<file path="src/rtl/grt_pkg.sv">
// Shared types and constants for the gamepad report translator.
// No dependencies.
`timescale 1ns / 1ps

package grt_pkg;

   localparam int unsigned AxisFull = 32767;

   typedef enum logic [1:0] {
      CSR_TRIG_LEVEL     = 2'd0,
      CSR_LEFT_DEADZONE  = 2'd1,
      CSR_RIGHT_DEADZONE = 2'd2,
      CSR_HB_PERIOD      = 2'd3
   } csr_index_type;

   typedef enum logic [1:0] {
      BK_IDLE   = 2'd0,
      BK_PREP   = 2'd1,
      BK_DIVIDE = 2'd2,
      BK_FINISH = 2'd3
   } back_state_type;

   localparam logic [3:0] HatNone = 4'd8;

   // One classified sample as it travels from front to back.
   typedef struct packed {
      logic        connected;
      logic [15:0] buttons;
      logic [7:0]  trig_l;
      logic [7:0]  trig_r;
      logic [15:0] axis_lx;
      logic [15:0] axis_ly;
      logic [15:0] axis_rx;
      logic [15:0] axis_ry;
   } sample_type;

   // Normalized state, as compared and stored.
   typedef struct packed {
      logic        connected;
      logic [15:0] buttons;
      logic [7:0]  trig_l;
      logic [7:0]  trig_r;
      logic [8:0]  ax0;
      logic [8:0]  ax1;
      logic [8:0]  ax2;
      logic [8:0]  ax3;
   } norm_type;

   typedef struct packed {
      logic        connected;
      logic [17:0] buttons;
      logic [3:0]  hat;
      logic [7:0]  lx;
      logic [7:0]  ly;
      logic [7:0]  rx;
      logic [7:0]  ry;
      logic        neutral;
      logic        heartbeat;
   } report_type;

   function automatic logic [3:0] hat_of(input logic [15:0] b);
      logic [3:0] h;
      case ({b[0], b[1], b[2], b[3]}) // up, down, left, right
         4'b1000, 4'b1011: h = 4'd0;
         4'b1001:          h = 4'd1;
         4'b0001, 4'b1101: h = 4'd2;
         4'b0101:          h = 4'd3;
         4'b0100, 4'b0111: h = 4'd4;
         4'b0110:          h = 4'd5;
         4'b0010, 4'b1110: h = 4'd6;
         4'b1010:          h = 4'd7;
         default:          h = HatNone;
      endcase
      return h;
   endfunction

   // Axis plus 128 clamped to a byte.
   function automatic logic [7:0] to_byte(input logic [8:0] a);
      logic [9:0] v;
      v = {a[8], a} + 10'd128;
      return (v[9:8] == 2'b01) ? 8'd255 : v[7:0];
   endfunction

   function automatic logic [8:0] negate(input logic [8:0] a);
      return 9'd0 - a;
   endfunction

endpackage

</file>
<file path="src/rtl/grt_front.sv">
// Front end: input queue interface, masks disconnected samples and buttons.
// Depends on grt_pkg.
`timescale 1ns / 1ps

module grt_front (
   input  logic                clock,
   input  logic                reset,
   input  logic                req_push,
   output logic                req_full,
   input  logic                in_connected,
   input  logic [15:0]         in_buttons,
   input  logic [7:0]          in_trig_l,
   input  logic [7:0]          in_trig_r,
   input  logic [15:0]         in_lx,
   input  logic [15:0]         in_ly,
   input  logic [15:0]         in_rx,
   input  logic [15:0]         in_ry,
   output logic                q_valid,
   output grt_pkg::sample_type q_data,
   input  logic                q_take
);

   // Two-entry queue between front and back.
   grt_pkg::sample_type mem_ff [2];
   logic [1:0] count_ff, count_in;
   logic       wr_ff, wr_in, rd_ff, rd_in;
   logic       push_ok, take_ok;
   grt_pkg::sample_type s;

   assign req_full = count_ff[1];
   assign push_ok  = req_push && !req_full;
   assign take_ok  = q_take && q_valid;
   assign q_valid  = count_ff != 2'd0;
   assign q_data   = mem_ff[rd_ff];

   always_comb begin
      s = '0;
      if (in_connected) begin
         s.connected = 1'b1;
         s.buttons   = in_buttons & 16'hF3FF;
         s.trig_l    = in_trig_l;
         s.trig_r    = in_trig_r;
         s.axis_lx   = in_lx;
         s.axis_ly   = in_ly;
         s.axis_rx   = in_rx;
         s.axis_ry   = in_ry;
      end
      count_in = count_ff + {1'b0, push_ok} - {1'b0, take_ok};
      wr_in    = wr_ff ^ push_ok;
      rd_in    = rd_ff ^ take_ok;
   end

   always_ff @(posedge clock) begin
      if (push_ok) mem_ff[wr_ff] <= s;
      if (reset) begin
         count_ff <= '0;
         wr_ff    <= 1'b0;
         rd_ff    <= 1'b0;
      end else begin
         count_ff <= count_in;
         wr_ff    <= wr_in;
         rd_ff    <= rd_in;
      end
   end

`ifndef NO_ASSERTIONS
   a_no_overflow: assert property (@(posedge clock) disable iff (reset)
      count_ff != 2'd3) else $error("queue count out of range");
   a_count_step: assert property (@(posedge clock) disable iff (reset)
      push_ok && !take_ok |=> count_ff == $past(count_ff) + 2'd1)
      else $error("queue count did not advance");
   a_take_valid: assert property (@(posedge clock) disable iff (reset)
      count_ff == 2'd0 |-> !take_ok) else $error("take from empty queue");
`endif

endmodule

</file>
<file path="src/rtl/grt_back.sv">
// Back end: axis scaling with a shared serial divider, change detect,
// heartbeat, and the output register. Depends on grt_pkg.
`timescale 1ns / 1ps

module grt_back (
   input  logic                clock,
   input  logic                reset,
   input  logic                q_valid,
   input  grt_pkg::sample_type q_data,
   output logic                q_take,
   input  logic [7:0]          trig_level,
   input  logic [14:0]         left_deadzone,
   input  logic [14:0]         right_deadzone,
   input  logic [7:0]          hb_period,
   output logic                rsp_empty,
   input  logic                rsp_pop,
   output grt_pkg::report_type rsp_data
);

   grt_pkg::back_state_type state_ff, state_in;
   logic [1:0]  axis_ff, axis_in;
   logic [4:0]  bit_ff, bit_in;
   // quotient of (256m + D) / 2D, at most 8 bits since m < D
   logic [24:0] rem_ff, rem_in;      // partial remainder on top, dividend bits below
   logic [7:0]  quo_ff, quo_in;
   logic [15:0] dvs_ff, dvs_in;      // 2D
   logic        neg_ff, neg_in;
   logic [8:0]  ax_ff [4];
   logic [8:0]  ax_in;
   logic        ax_we;
   grt_pkg::norm_type prev_ff, prev_in;
   logic [7:0]  cnt_ff, cnt_in;
   grt_pkg::report_type out_ff, out_in;
   logic        full_ff, full_in;
   logic        prev_we;

   logic [15:0] raw;
   logic [14:0] dz;
   logic [15:0] mag, m, d;
   logic [24:0] rem_sh;
   logic [17:0] trial;
   logic [8:0]  r9;
   logic [7:0]  cnt_inc;
   logic        changed;
   grt_pkg::norm_type cur;
   logic        out_done;

   function automatic grt_pkg::report_type report(input grt_pkg::norm_type p,
                                                  input logic hb);
      grt_pkg::report_type o;
      logic [15:0] b;
      b = p.buttons;
      o = '0;
      o.connected = p.connected;
      o.neutral   = (b == 16'd0) && (p.trig_l == 8'd0) && (p.trig_r == 8'd0)
                    && (p.ax0 == 9'd0) && (p.ax1 == 9'd0)
                    && (p.ax2 == 9'd0) && (p.ax3 == 9'd0);
      o.heartbeat = hb;
      o.hat = grt_pkg::HatNone;
      o.lx  = 8'd128;
      o.ly  = 8'd128;
      o.rx  = 8'd128;
      o.ry  = 8'd128;
      if (p.connected) begin
         o.buttons = {b[3], b[2], b[1], b[0], 1'b0, b[5], b[4], b[5], b[7], b[6],
                      p.trig_r >= trig_level, p.trig_l >= trig_level,
                      b[9], b[8], b[15], b[14], b[13], b[12]};
         o.hat = grt_pkg::hat_of(b);
         o.lx  = grt_pkg::to_byte(p.ax0);
         o.ly  = grt_pkg::to_byte(grt_pkg::negate(p.ax1));
         o.rx  = grt_pkg::to_byte(p.ax2);
         o.ry  = grt_pkg::to_byte(grt_pkg::negate(p.ax3));
      end
      return o;
   endfunction

   assign out_done  = rsp_pop && full_ff;
   assign rsp_empty = !full_ff;
   assign rsp_data  = out_ff;

   always_comb begin
      case (axis_ff)
         2'd0:    raw = q_data.axis_lx;
         2'd1:    raw = q_data.axis_ly;
         2'd2:    raw = q_data.axis_rx;
         default: raw = q_data.axis_ry;
      endcase
      dz     = axis_ff[1] ? right_deadzone : left_deadzone;
      mag    = raw[15] ? 16'd0 - raw : raw;   // 32768 stays as 0x8000
      m      = mag - {1'b0, dz};
      d      = 16'(grt_pkg::AxisFull) - {1'b0, dz};
      rem_sh = rem_ff << 1;
      trial  = {1'b0, rem_sh[24:8]} - {2'b0, dvs_ff};
      r9     = {1'b0, quo_ff};
   end

   always_comb begin
      cur.connected = q_data.connected;
      cur.buttons   = q_data.buttons;
      cur.trig_l    = q_data.trig_l;
      cur.trig_r    = q_data.trig_r;
      cur.ax0       = ax_ff[0];
      cur.ax1       = ax_ff[1];
      cur.ax2       = ax_ff[2];
      cur.ax3       = ax_ff[3];
      changed = cur != prev_ff;
      cnt_inc = cnt_ff + 8'd1;
   end

   always_comb begin
      state_in = state_ff;
      case (state_ff)
         grt_pkg::BK_IDLE:   if (q_valid) state_in = grt_pkg::BK_PREP;
         grt_pkg::BK_PREP: begin
            if (mag > {1'b0, dz} && m < d) state_in = grt_pkg::BK_DIVIDE;
            else if (axis_ff == 2'd3) state_in = grt_pkg::BK_FINISH;
         end
         grt_pkg::BK_DIVIDE: begin
            if (bit_ff == 5'd0)
               state_in = (axis_ff == 2'd3) ? grt_pkg::BK_FINISH : grt_pkg::BK_PREP;
         end
         grt_pkg::BK_FINISH: if (!full_ff || out_done) state_in = grt_pkg::BK_IDLE;
         default: state_in = grt_pkg::BK_IDLE;
      endcase
   end

   always_comb begin
      axis_in = axis_ff;
      bit_in  = bit_ff;
      rem_in  = rem_ff;
      quo_in  = quo_ff;
      dvs_in  = dvs_ff;
      neg_in  = neg_ff;
      ax_we   = 1'b0;
      ax_in   = '0;
      q_take  = 1'b0;
      prev_we = 1'b0;
      prev_in = prev_ff;
      cnt_in  = cnt_ff;
      out_in  = out_ff;
      full_in = full_ff && !out_done;
      case (state_ff)
         grt_pkg::BK_IDLE: axis_in = 2'd0;
         grt_pkg::BK_PREP: begin
            neg_in = raw[15];
            dvs_in = {d[14:0], 1'b0};
            rem_in = {1'b0, m[15:0], 8'd0} + {9'd0, d};
            quo_in = '0;
            bit_in = 5'd8;
            if (!(mag > {1'b0, dz} && m < d)) begin
               ax_we = 1'b1;
               if (mag <= {1'b0, dz}) ax_in = '0;
               else ax_in = raw[15] ? 9'h180 : 9'd128;
               axis_in = axis_ff + 2'd1;
            end
         end
         grt_pkg::BK_DIVIDE: begin
            // restoring division, one quotient bit per cycle
            if (bit_ff == 5'd0) begin
               ax_we   = 1'b1;
               ax_in   = neg_ff ? grt_pkg::negate(r9) : r9;
               axis_in = axis_ff + 2'd1;
            end else begin
               bit_in = bit_ff - 5'd1;
               if (!trial[17]) begin
                  rem_in = {trial[16:0], rem_sh[7:0]};
                  quo_in = {quo_ff[6:0], 1'b1};
               end else begin
                  rem_in = rem_sh;
                  quo_in = {quo_ff[6:0], 1'b0};
               end
            end
         end
         grt_pkg::BK_FINISH: begin
            if (!full_ff || out_done) begin
               q_take = 1'b1;
               if (changed) begin
                  prev_we = 1'b1;
                  prev_in = cur;
                  cnt_in  = '0;
                  full_in = 1'b1;
                  out_in  = report(cur, 1'b0);
               end else if (cur.connected) begin
                  cnt_in = cnt_inc;
                  if (cnt_inc >= hb_period) begin
                     cnt_in  = '0;
                     full_in = 1'b1;
                     out_in  = report(prev_ff, 1'b1);
                  end
               end
            end
         end
         default: ;
      endcase
   end

   always_ff @(posedge clock) begin
      rem_ff <= rem_in;
      quo_ff <= quo_in;
      dvs_ff <= dvs_in;
      neg_ff <= neg_in;
      bit_ff <= bit_in;
      out_ff <= out_in;
      if (ax_we) ax_ff[axis_ff] <= ax_in;
      if (reset) begin
         state_ff <= grt_pkg::BK_IDLE;
         axis_ff  <= '0;
         prev_ff  <= '0;
         cnt_ff   <= '0;
         full_ff  <= 1'b0;
      end else begin
         state_ff <= state_in;
         axis_ff  <= axis_in;
         cnt_ff   <= cnt_in;
         full_ff  <= full_in;
         if (prev_we) prev_ff <= prev_in;
      end
   end

`ifndef NO_ASSERTIONS
   a_take_finish: assert property (@(posedge clock) disable iff (reset)
      q_take |-> state_ff == grt_pkg::BK_FINISH && q_valid)
      else $error("take outside finish");
   a_no_overwrite: assert property (@(posedge clock) disable iff (reset)
      full_ff && !rsp_pop |=> $stable(out_ff)) else $error("result overwritten");
   a_div_bits: assert property (@(posedge clock) disable iff (reset)
      state_ff == grt_pkg::BK_DIVIDE |-> bit_ff <= 5'd8)
      else $error("divider step count");
`endif

endmodule

</file>
<file path="src/rtl/gamepad_report_translator_core.sv">
// Gamepad report translator top level: config registers, front and back.
// Depends on grt_pkg, grt_front, grt_back.
`timescale 1ns / 1ps

// Usage:
//  Input queue: drive a poll sample on the req_ ports with req_push; it
//  transfers when req_full is low. A two-entry queue holds samples for the
//  back end.
//  Result queue: while rsp_empty is low a report is on the rsp_ ports;
//  pop transfers it. A sample with no change and no heartbeat yields nothing.
//  Each sample passes through the back end in steps: a pickup step, a setup
//  step per stick axis, a run of the shared restoring divider for each axis
//  that lands between dead zone and full scale, and a finish step. The
//  divider sets the rate. A held result stalls the back end only at its
//  finish step; the front keeps taking samples until the queue fills. Reset
//  empties both queues, clears the stored state and heartbeat count and
//  loads the register defaults. Write csr_ registers only while idle.
module gamepad_report_translator_core (
   input  logic        clock,
   input  logic        reset,
   input  logic        req_push,
   output logic        req_full,
   input  logic        req_pad_connected,
   input  logic [15:0] req_button_word,
   input  logic [7:0]  req_left_trigger_raw,
   input  logic [7:0]  req_right_trigger_raw,
   input  logic signed [15:0] req_left_stick_x,
   input  logic signed [15:0] req_left_stick_y,
   input  logic signed [15:0] req_right_stick_x,
   input  logic signed [15:0] req_right_stick_y,
   output logic        rsp_empty,
   input  logic        rsp_pop,
   output logic        rsp_out_connected,
   output logic [17:0] rsp_out_buttons,
   output logic [3:0]  rsp_hat_direction,
   output logic [7:0]  rsp_out_left_x,
   output logic [7:0]  rsp_out_left_y,
   output logic [7:0]  rsp_out_right_x,
   output logic [7:0]  rsp_out_right_y,
   output logic        rsp_is_neutral,
   output logic        rsp_is_heartbeat,
   input  logic        csr_write,
   input  logic [1:0]  csr_index,
   input  logic [14:0] csr_wdata
);

   logic [7:0]  thr_ff;
   logic [14:0] ldz_ff, rdz_ff;
   logic [7:0]  hb_ff;
   logic        q_valid, q_take;
   grt_pkg::sample_type q_data;
   grt_pkg::report_type rsp;

   always_ff @(posedge clock) begin
      if (reset) begin
         thr_ff <= 8'd64;
         ldz_ff <= 15'd7849;
         rdz_ff <= 15'd8689;
         hb_ff  <= 8'd25;
      end else if (csr_write) begin
         case (grt_pkg::csr_index_type'(csr_index))
            grt_pkg::CSR_TRIG_LEVEL:     thr_ff <= csr_wdata[7:0];
            grt_pkg::CSR_LEFT_DEADZONE:  ldz_ff <= csr_wdata;
            grt_pkg::CSR_RIGHT_DEADZONE: rdz_ff <= csr_wdata;
            grt_pkg::CSR_HB_PERIOD:      hb_ff  <= csr_wdata[7:0];
            default: ;
         endcase
      end
   end

   grt_front u_front (
      .clock        (clock),
      .reset        (reset),
      .req_push     (req_push),
      .req_full     (req_full),
      .in_connected (req_pad_connected),
      .in_buttons   (req_button_word),
      .in_trig_l    (req_left_trigger_raw),
      .in_trig_r    (req_right_trigger_raw),
      .in_lx        (req_left_stick_x),
      .in_ly        (req_left_stick_y),
      .in_rx        (req_right_stick_x),
      .in_ry        (req_right_stick_y),
      .q_valid      (q_valid),
      .q_data       (q_data),
      .q_take       (q_take)
   );

   grt_back u_back (
      .clock          (clock),
      .reset          (reset),
      .q_valid        (q_valid),
      .q_data         (q_data),
      .q_take         (q_take),
      .trig_level     (thr_ff),
      .left_deadzone  (ldz_ff),
      .right_deadzone (rdz_ff),
      .hb_period      (hb_ff),
      .rsp_empty      (rsp_empty),
      .rsp_pop        (rsp_pop),
      .rsp_data       (rsp)
   );

   assign rsp_out_connected = rsp.connected;
   assign rsp_out_buttons   = rsp.buttons;
   assign rsp_hat_direction = rsp.hat;
   assign rsp_out_left_x    = rsp.lx;
   assign rsp_out_left_y    = rsp.ly;
   assign rsp_out_right_x   = rsp.rx;
   assign rsp_out_right_y   = rsp.ry;
   assign rsp_is_neutral    = rsp.neutral;
   assign rsp_is_heartbeat  = rsp.heartbeat;

endmodule

</file>
<file path="config.mk">
export PLATFORM = sky130hd
export DESIGN_NAME = gamepad_report_translator_core
export DESIGN_NICKNAME = d
export VERILOG_FILES = /design/src/rtl/grt_pkg.sv /design/src/rtl/grt_front.sv /design/src/rtl/grt_back.sv /design/src/rtl/gamepad_report_translator_core.sv
export SDC_FILE = /design/constraint.sdc
export NUM_CORES = 1
export LEC_CHECK = 0
export BUFFER_PORTS_ARGS = -buffer_cell sky130_fd_sc_hd__buf_2
export CAP_MARGIN = 20
export CORE_UTILIZATION = 39
export DETAILED_ROUTE_END_ITERATION = 6
export PLACE_DENSITY = 0.61
export SLEW_MARGIN = 0
export SYNTH_ARGS = -nofsm -noshare
export SYNTH_HDL_FRONTEND = slang
export SYNTH_SLANG_ARGS = --single-unit
</file>
<file path="constraint.sdc">
create_clock -name clock -period 7.2 [get_ports clock]
set_clock_uncertainty 0.2 [all_clocks]
set_input_delay 0.36 -clock clock [delete_from_list [all_inputs] [get_ports clock]]
set_output_delay 0.36 -clock clock [all_outputs]
set_load 0.01 [all_outputs]
</file>
==> impl_metrics.toml <==
[route]
dr_total_vias = 17300
drt_pass1_iterations = 5
route.detailed.drc = 0
via_per_inst = 5.26
wl_per_cell_um = 18.3
drt_iter0_markers = 1222
detail-route-antenna-nets = 0
drt-total-wl_mm = 60.0

[synth]
syn_inst = 2205
synth_edf_count = 334
yosysUniqueCellTypes = 74
yosysSeqAreaShare = 0.531
syn_nets = 2451
syn_area_sq_um = 23900
dominantRegCellSynth = "edfxtp_1"
avgSynthCellArea_sq_um = 10.9
synthArstFlopShare = 0
yosys_warnings = 0
synth_seq_cells = 468

[power_and_ir_drop]
p_switching_uw = 4120
p_int_uw = 6980
p_per_area_nw_per_um2 = 391
ir_drop_v = 0.000309
clkPwrFrac = 0.234
comb_power_share = 0.439
leakage_uw = 0.0106
p_seq_frac = 0.327
p_sw_frac = 0.372

[timing]
finalHoldViolations = 0
tns_ns = 0
setup_viol = 0
rsz0062_at_grt = "false"
min_period_ns = 6.64
worst_pin_slew_ns = 1.07
clock.fmax_ghz = 0.151
timing.final.crit_share = 0.923
relSlewSlack = 0.263
slew_violations = 0

[place]
dp_hpwl_mm = 42.7
routabilityCongestion = 0.892
place_inst = 3079
port_buffers = 174

[layout]
final_net_count = 2704
final_core_utilization = 0.469
nFillCells = 5438
final_common_cell = "edfxtp_1"
layout_common_cells = "334 x edfxtp_1, 186 x nor2_1, 179 x nand2_1, 173 x buf_2, 138 x o21ai_0"
area_growth_pct = 18.4
drive_gt1_frac = 0.132
stdcell_count = 3285

[clock_network]
htree_levels = 2
cts_buffers = 49
clock-sinks = 468
clk-insertion-delay-late_ns = 0.60
cts_buffer_depth = 3
cts_root_buf = "clkbuf_16"
clk_pin_slew_worst_paths_ns = 0.06
cts_setup_buffers = 0
cts_tree = "done"

[grt]
grt_antenna_before_repair = 9
overflow = 0
grt_pass1_vias = 17100
grt_max_degree = 83
grt_first_pass_wirelength_mm = 94.0
grt_usage = 0.190

[worst_setup_path]
r2r_cells = 26
r2r-end = "u_back.ax_ff[3][6]$_DFFE_PP_"
worstPathRequired_ns = 7.34
crit_type = "register to register"
worstPathMaxFanout = 18
cp.arrival_ns = 6.79
end_kind = "register"
rrSetupSlack_ns = 0.56
rr_startpoint = "u_back.axis_ff[0]$_SDFFE_PP0P_"
start_kind = "register"

[job]
max-cap-violations = 0

[min_path]
hold_path.class = "input pin to register"
hp-start = "csr_index[1]"
min_path_cells = 4
worstHoldEndpoint = "ldz_ff[6]$_SDFFE_PP0P_"

[floorplanning]
start_util = 0.396
die_x_um = 250
dieArea_sq_um = 62400
core_sq_um = 60500
die_h_um = 250
rows = 90
boundaryPins = 178

[status]
status = "finished clean"
critical path, stage by stage (launching register included):
cell,delay (ns)
dfxtp_1,0.39
inv_1,0.10
ha_1,0.32
buf_4,0.21
buf_4,0.21
a222oi_1,0.33
mux2i_1,0.12
a21oi_1,0.16
buf_4,0.24
nor2_1,0.06
a21oi_1,0.33
ha_1,0.33
nor2b_1,0.16
o31a_1,0.25
o21ai_0,0.23
a21oi_1,0.17
xor2_1,0.35
ha_1,0.34
a2111oi_0,0.52
a31o_2,0.22
o21ai_0,0.08
a21oi_1,0.13
buf_4,0.16
o21ai_0,0.12
a21oi_1,0.37
nor2_1,0.10
buf_4,0.19
sequential cells by signal, indices dropped and copies added (netlist names), named ones only:
| signal | count |
|---|---|
| u_back.rsp_data | 55 |
| u_back.state_ff | 2 |
| u_back.bit_ff | 5 |
| rdz_ff | 15 |
| ldz_ff | 15 |
| u_back.quo_ff | 8 |
| u_back.dvs_ff | 15 |
| u_back.prev_ff | 67 |
| u_back.ax_ff | 36 |
| thr_ff | 8 |
| u_back.cnt_ff | 8 |
| u_back.neg_ff | 1 |
| u_back.full_ff | 1 |
| u_front.mem_ff | 190 |
| hb_ff | 8 |
| u_back.rem_ff | 24 |
| u_front.rd_ff | 1 |
| u_front.wr_ff | 1 |
| u_back.axis_ff | 2 |
| u_front.count_ff | 2 |
kinds of logic after synthesis:
| logic type | share of synthesized area |
|---|---|
| buf+inv | 0.0394 |
| fa+ha+maj | 0.0673 |
| other cells | 0.000157 |
| simple gates | 0.140 |
| mux | 0.0486 |
| flops | 0.531 |
| compound gates | 0.119 |
| xor+xnor | 0.0549 |
power groups by stage:
stage,Combinational [uW],Sequential (uW),Clock [uW]
after floorplan,3560,3650,0
after detailed placement,4780,3690,0
after global routing,5450,3670,2750
after global placement,4650,3680,0
after CTS,4860,3630,2650
final,4870,3640,2590
synth_stat cells, types with 4 or more instances:
| cell type | number | share of area |
|---|---|---|
| a21oi_1 | 92 | 0.019 |
| nand3b_1 | 17 | 0.0053 |
| nand2_1 | 179 | 0.028 |
| nand2b_1 | 16 | 0.0042 |
| mux2i_1 | 88 | 0.037 |
| o31ai_1 | 9 | 0.0028 |
| a211oi_1 | 40 | 0.013 |
| nor4b_1 | 7 | 0.0026 |
| nand4_1 | 25 | 0.0065 |
| buf_1 | 6 | 0.00094 |
| nor4_2 | 4 | 0.0021 |
| ha_1 | 124 | 0.065 |
| and3_1 | 10 | 0.0026 |
| o21a_1 | 14 | 0.0044 |
| inv_1 | 121 | 0.019 |
| xnor2_1 | 118 | 0.043 |
| o211ai_1 | 18 | 0.0056 |
| a22oi_1 | 13 | 0.0041 |
| a221o_1 | 6 | 0.0025 |
| or2_2 | 8 | 0.0021 |
| nor2_1 | 188 | 0.029 |
| a221oi_1 | 5 | 0.0018 |
| nor2b_1 | 23 | 0.0060 |
| o21ai_0 | 138 | 0.029 |
| a211o_1 | 5 | 0.0018 |
| edfxtp_1 | 334 | 0.42 |
| nor4_1 | 29 | 0.0076 |
| mux2_2 | 11 | 0.0052 |
| o22ai_1 | 4 | 0.0010 |
| clkbuf_1 | 81 | 0.013 |
| nand3_1 | 17 | 0.0036 |
| a31oi_1 | 9 | 0.0024 |
| buf_2 | 16 | 0.0033 |
| mux2i_2 | 5 | 0.0029 |
| dfxtp_1 | 134 | 0.11 |
| a311oi_1 | 5 | 0.0018 |
| a21o_1 | 29 | 0.0091 |
| xor2_1 | 32 | 0.012 |
| a222oi_1 | 16 | 0.0067 |
| and2_1 | 104 | 0.027 |
| buf_6 | 6 | 0.0028 |
| nor3_1 | 32 | 0.0067 |
| or3_1 | 8 | 0.0021 |
| a22o_1 | 7 | 0.0026 |
layout make-up:
cell class | instances | area, sq um | area share
clock buffer | 72 | 1450 | 0.0513
multi-input combinational | 1505 | 10300 | 0.365
antenna | 4 | 10.0 | 0.000353
sequential | 468 | 12700 | 0.448
tap | 782 | 978 | 0.0345
clock inverter | 20 | 208 | 0.00732
inverter | 121 | 454 | 0.0160
timing repair buffer | 313 | 2190 | 0.0773
metrics by stage:
step           power, uW  worst slack [ns]  hold WS [ns]  area [sq um]
5_1_grt            11900           0.00621        0.0753         28300
3_3_place_gp        8330             0.628         0.239         25600
2_1_floorplan       7210             0.644         0.233         23900
6_report           11100             0.555        0.0412         28400
4_1_cts            11100             0.563        0.0369         28300
3_5_place_dp        8470             0.631         0.243         25600
routing by layer:
layer  global-route usage  part of all wire  vias up
met5                    0            0.0013        -
met4               0.0621             0.025       14
met3               0.0341             0.056      115
met2                0.302              0.46      471
met1                0.262              0.46     8237
li1                     -                 -     8451
repair_timing:
action	in CTS	in global routing
endpoints found under the hold margin	234	0
resized for setup	0	1
hold buffers	109	0
setup endpoints to repair	0	36
worst max-delay path by stage:
| stage | from | end | slack [ns] | cells past startpoint |
|---|---|---|---|---|
| after detailed placement | u_back.axis_ff[0]$_SDFFE_PP0P_ | u_back.ax_ff[3][4]$_DFFE_PP_ | 0.63 | 27 |
| after floorplan | u_back.axis_ff[1]$_SDFFE_PP0P_ | u_back.ax_ff[0][0]$_DFFE_PP_ | 0.64 | 29 |
| final | u_back.axis_ff[0]$_SDFFE_PP0P_ | u_back.ax_ff[3][6]$_DFFE_PP_ | 0.56 | 26 |
| after global routing | u_back.axis_ff[1]$_SDFFE_PP0P_ | u_back.ax_ff[3][5]$_DFFE_PP_ | 0.006 | 29 |
| after global placement | u_back.axis_ff[0]$_SDFFE_PP0P_ | u_back.ax_ff[3][3]$_DFFE_PP_ | 0.63 | 29 |
| after CTS | u_back.axis_ff[0]$_SDFFE_PP0P_ | u_back.ax_ff[3][6]$_DFFE_PP_ | 0.56 | 27 |
No activity file was read; power rests on OpenSTA's default activity.
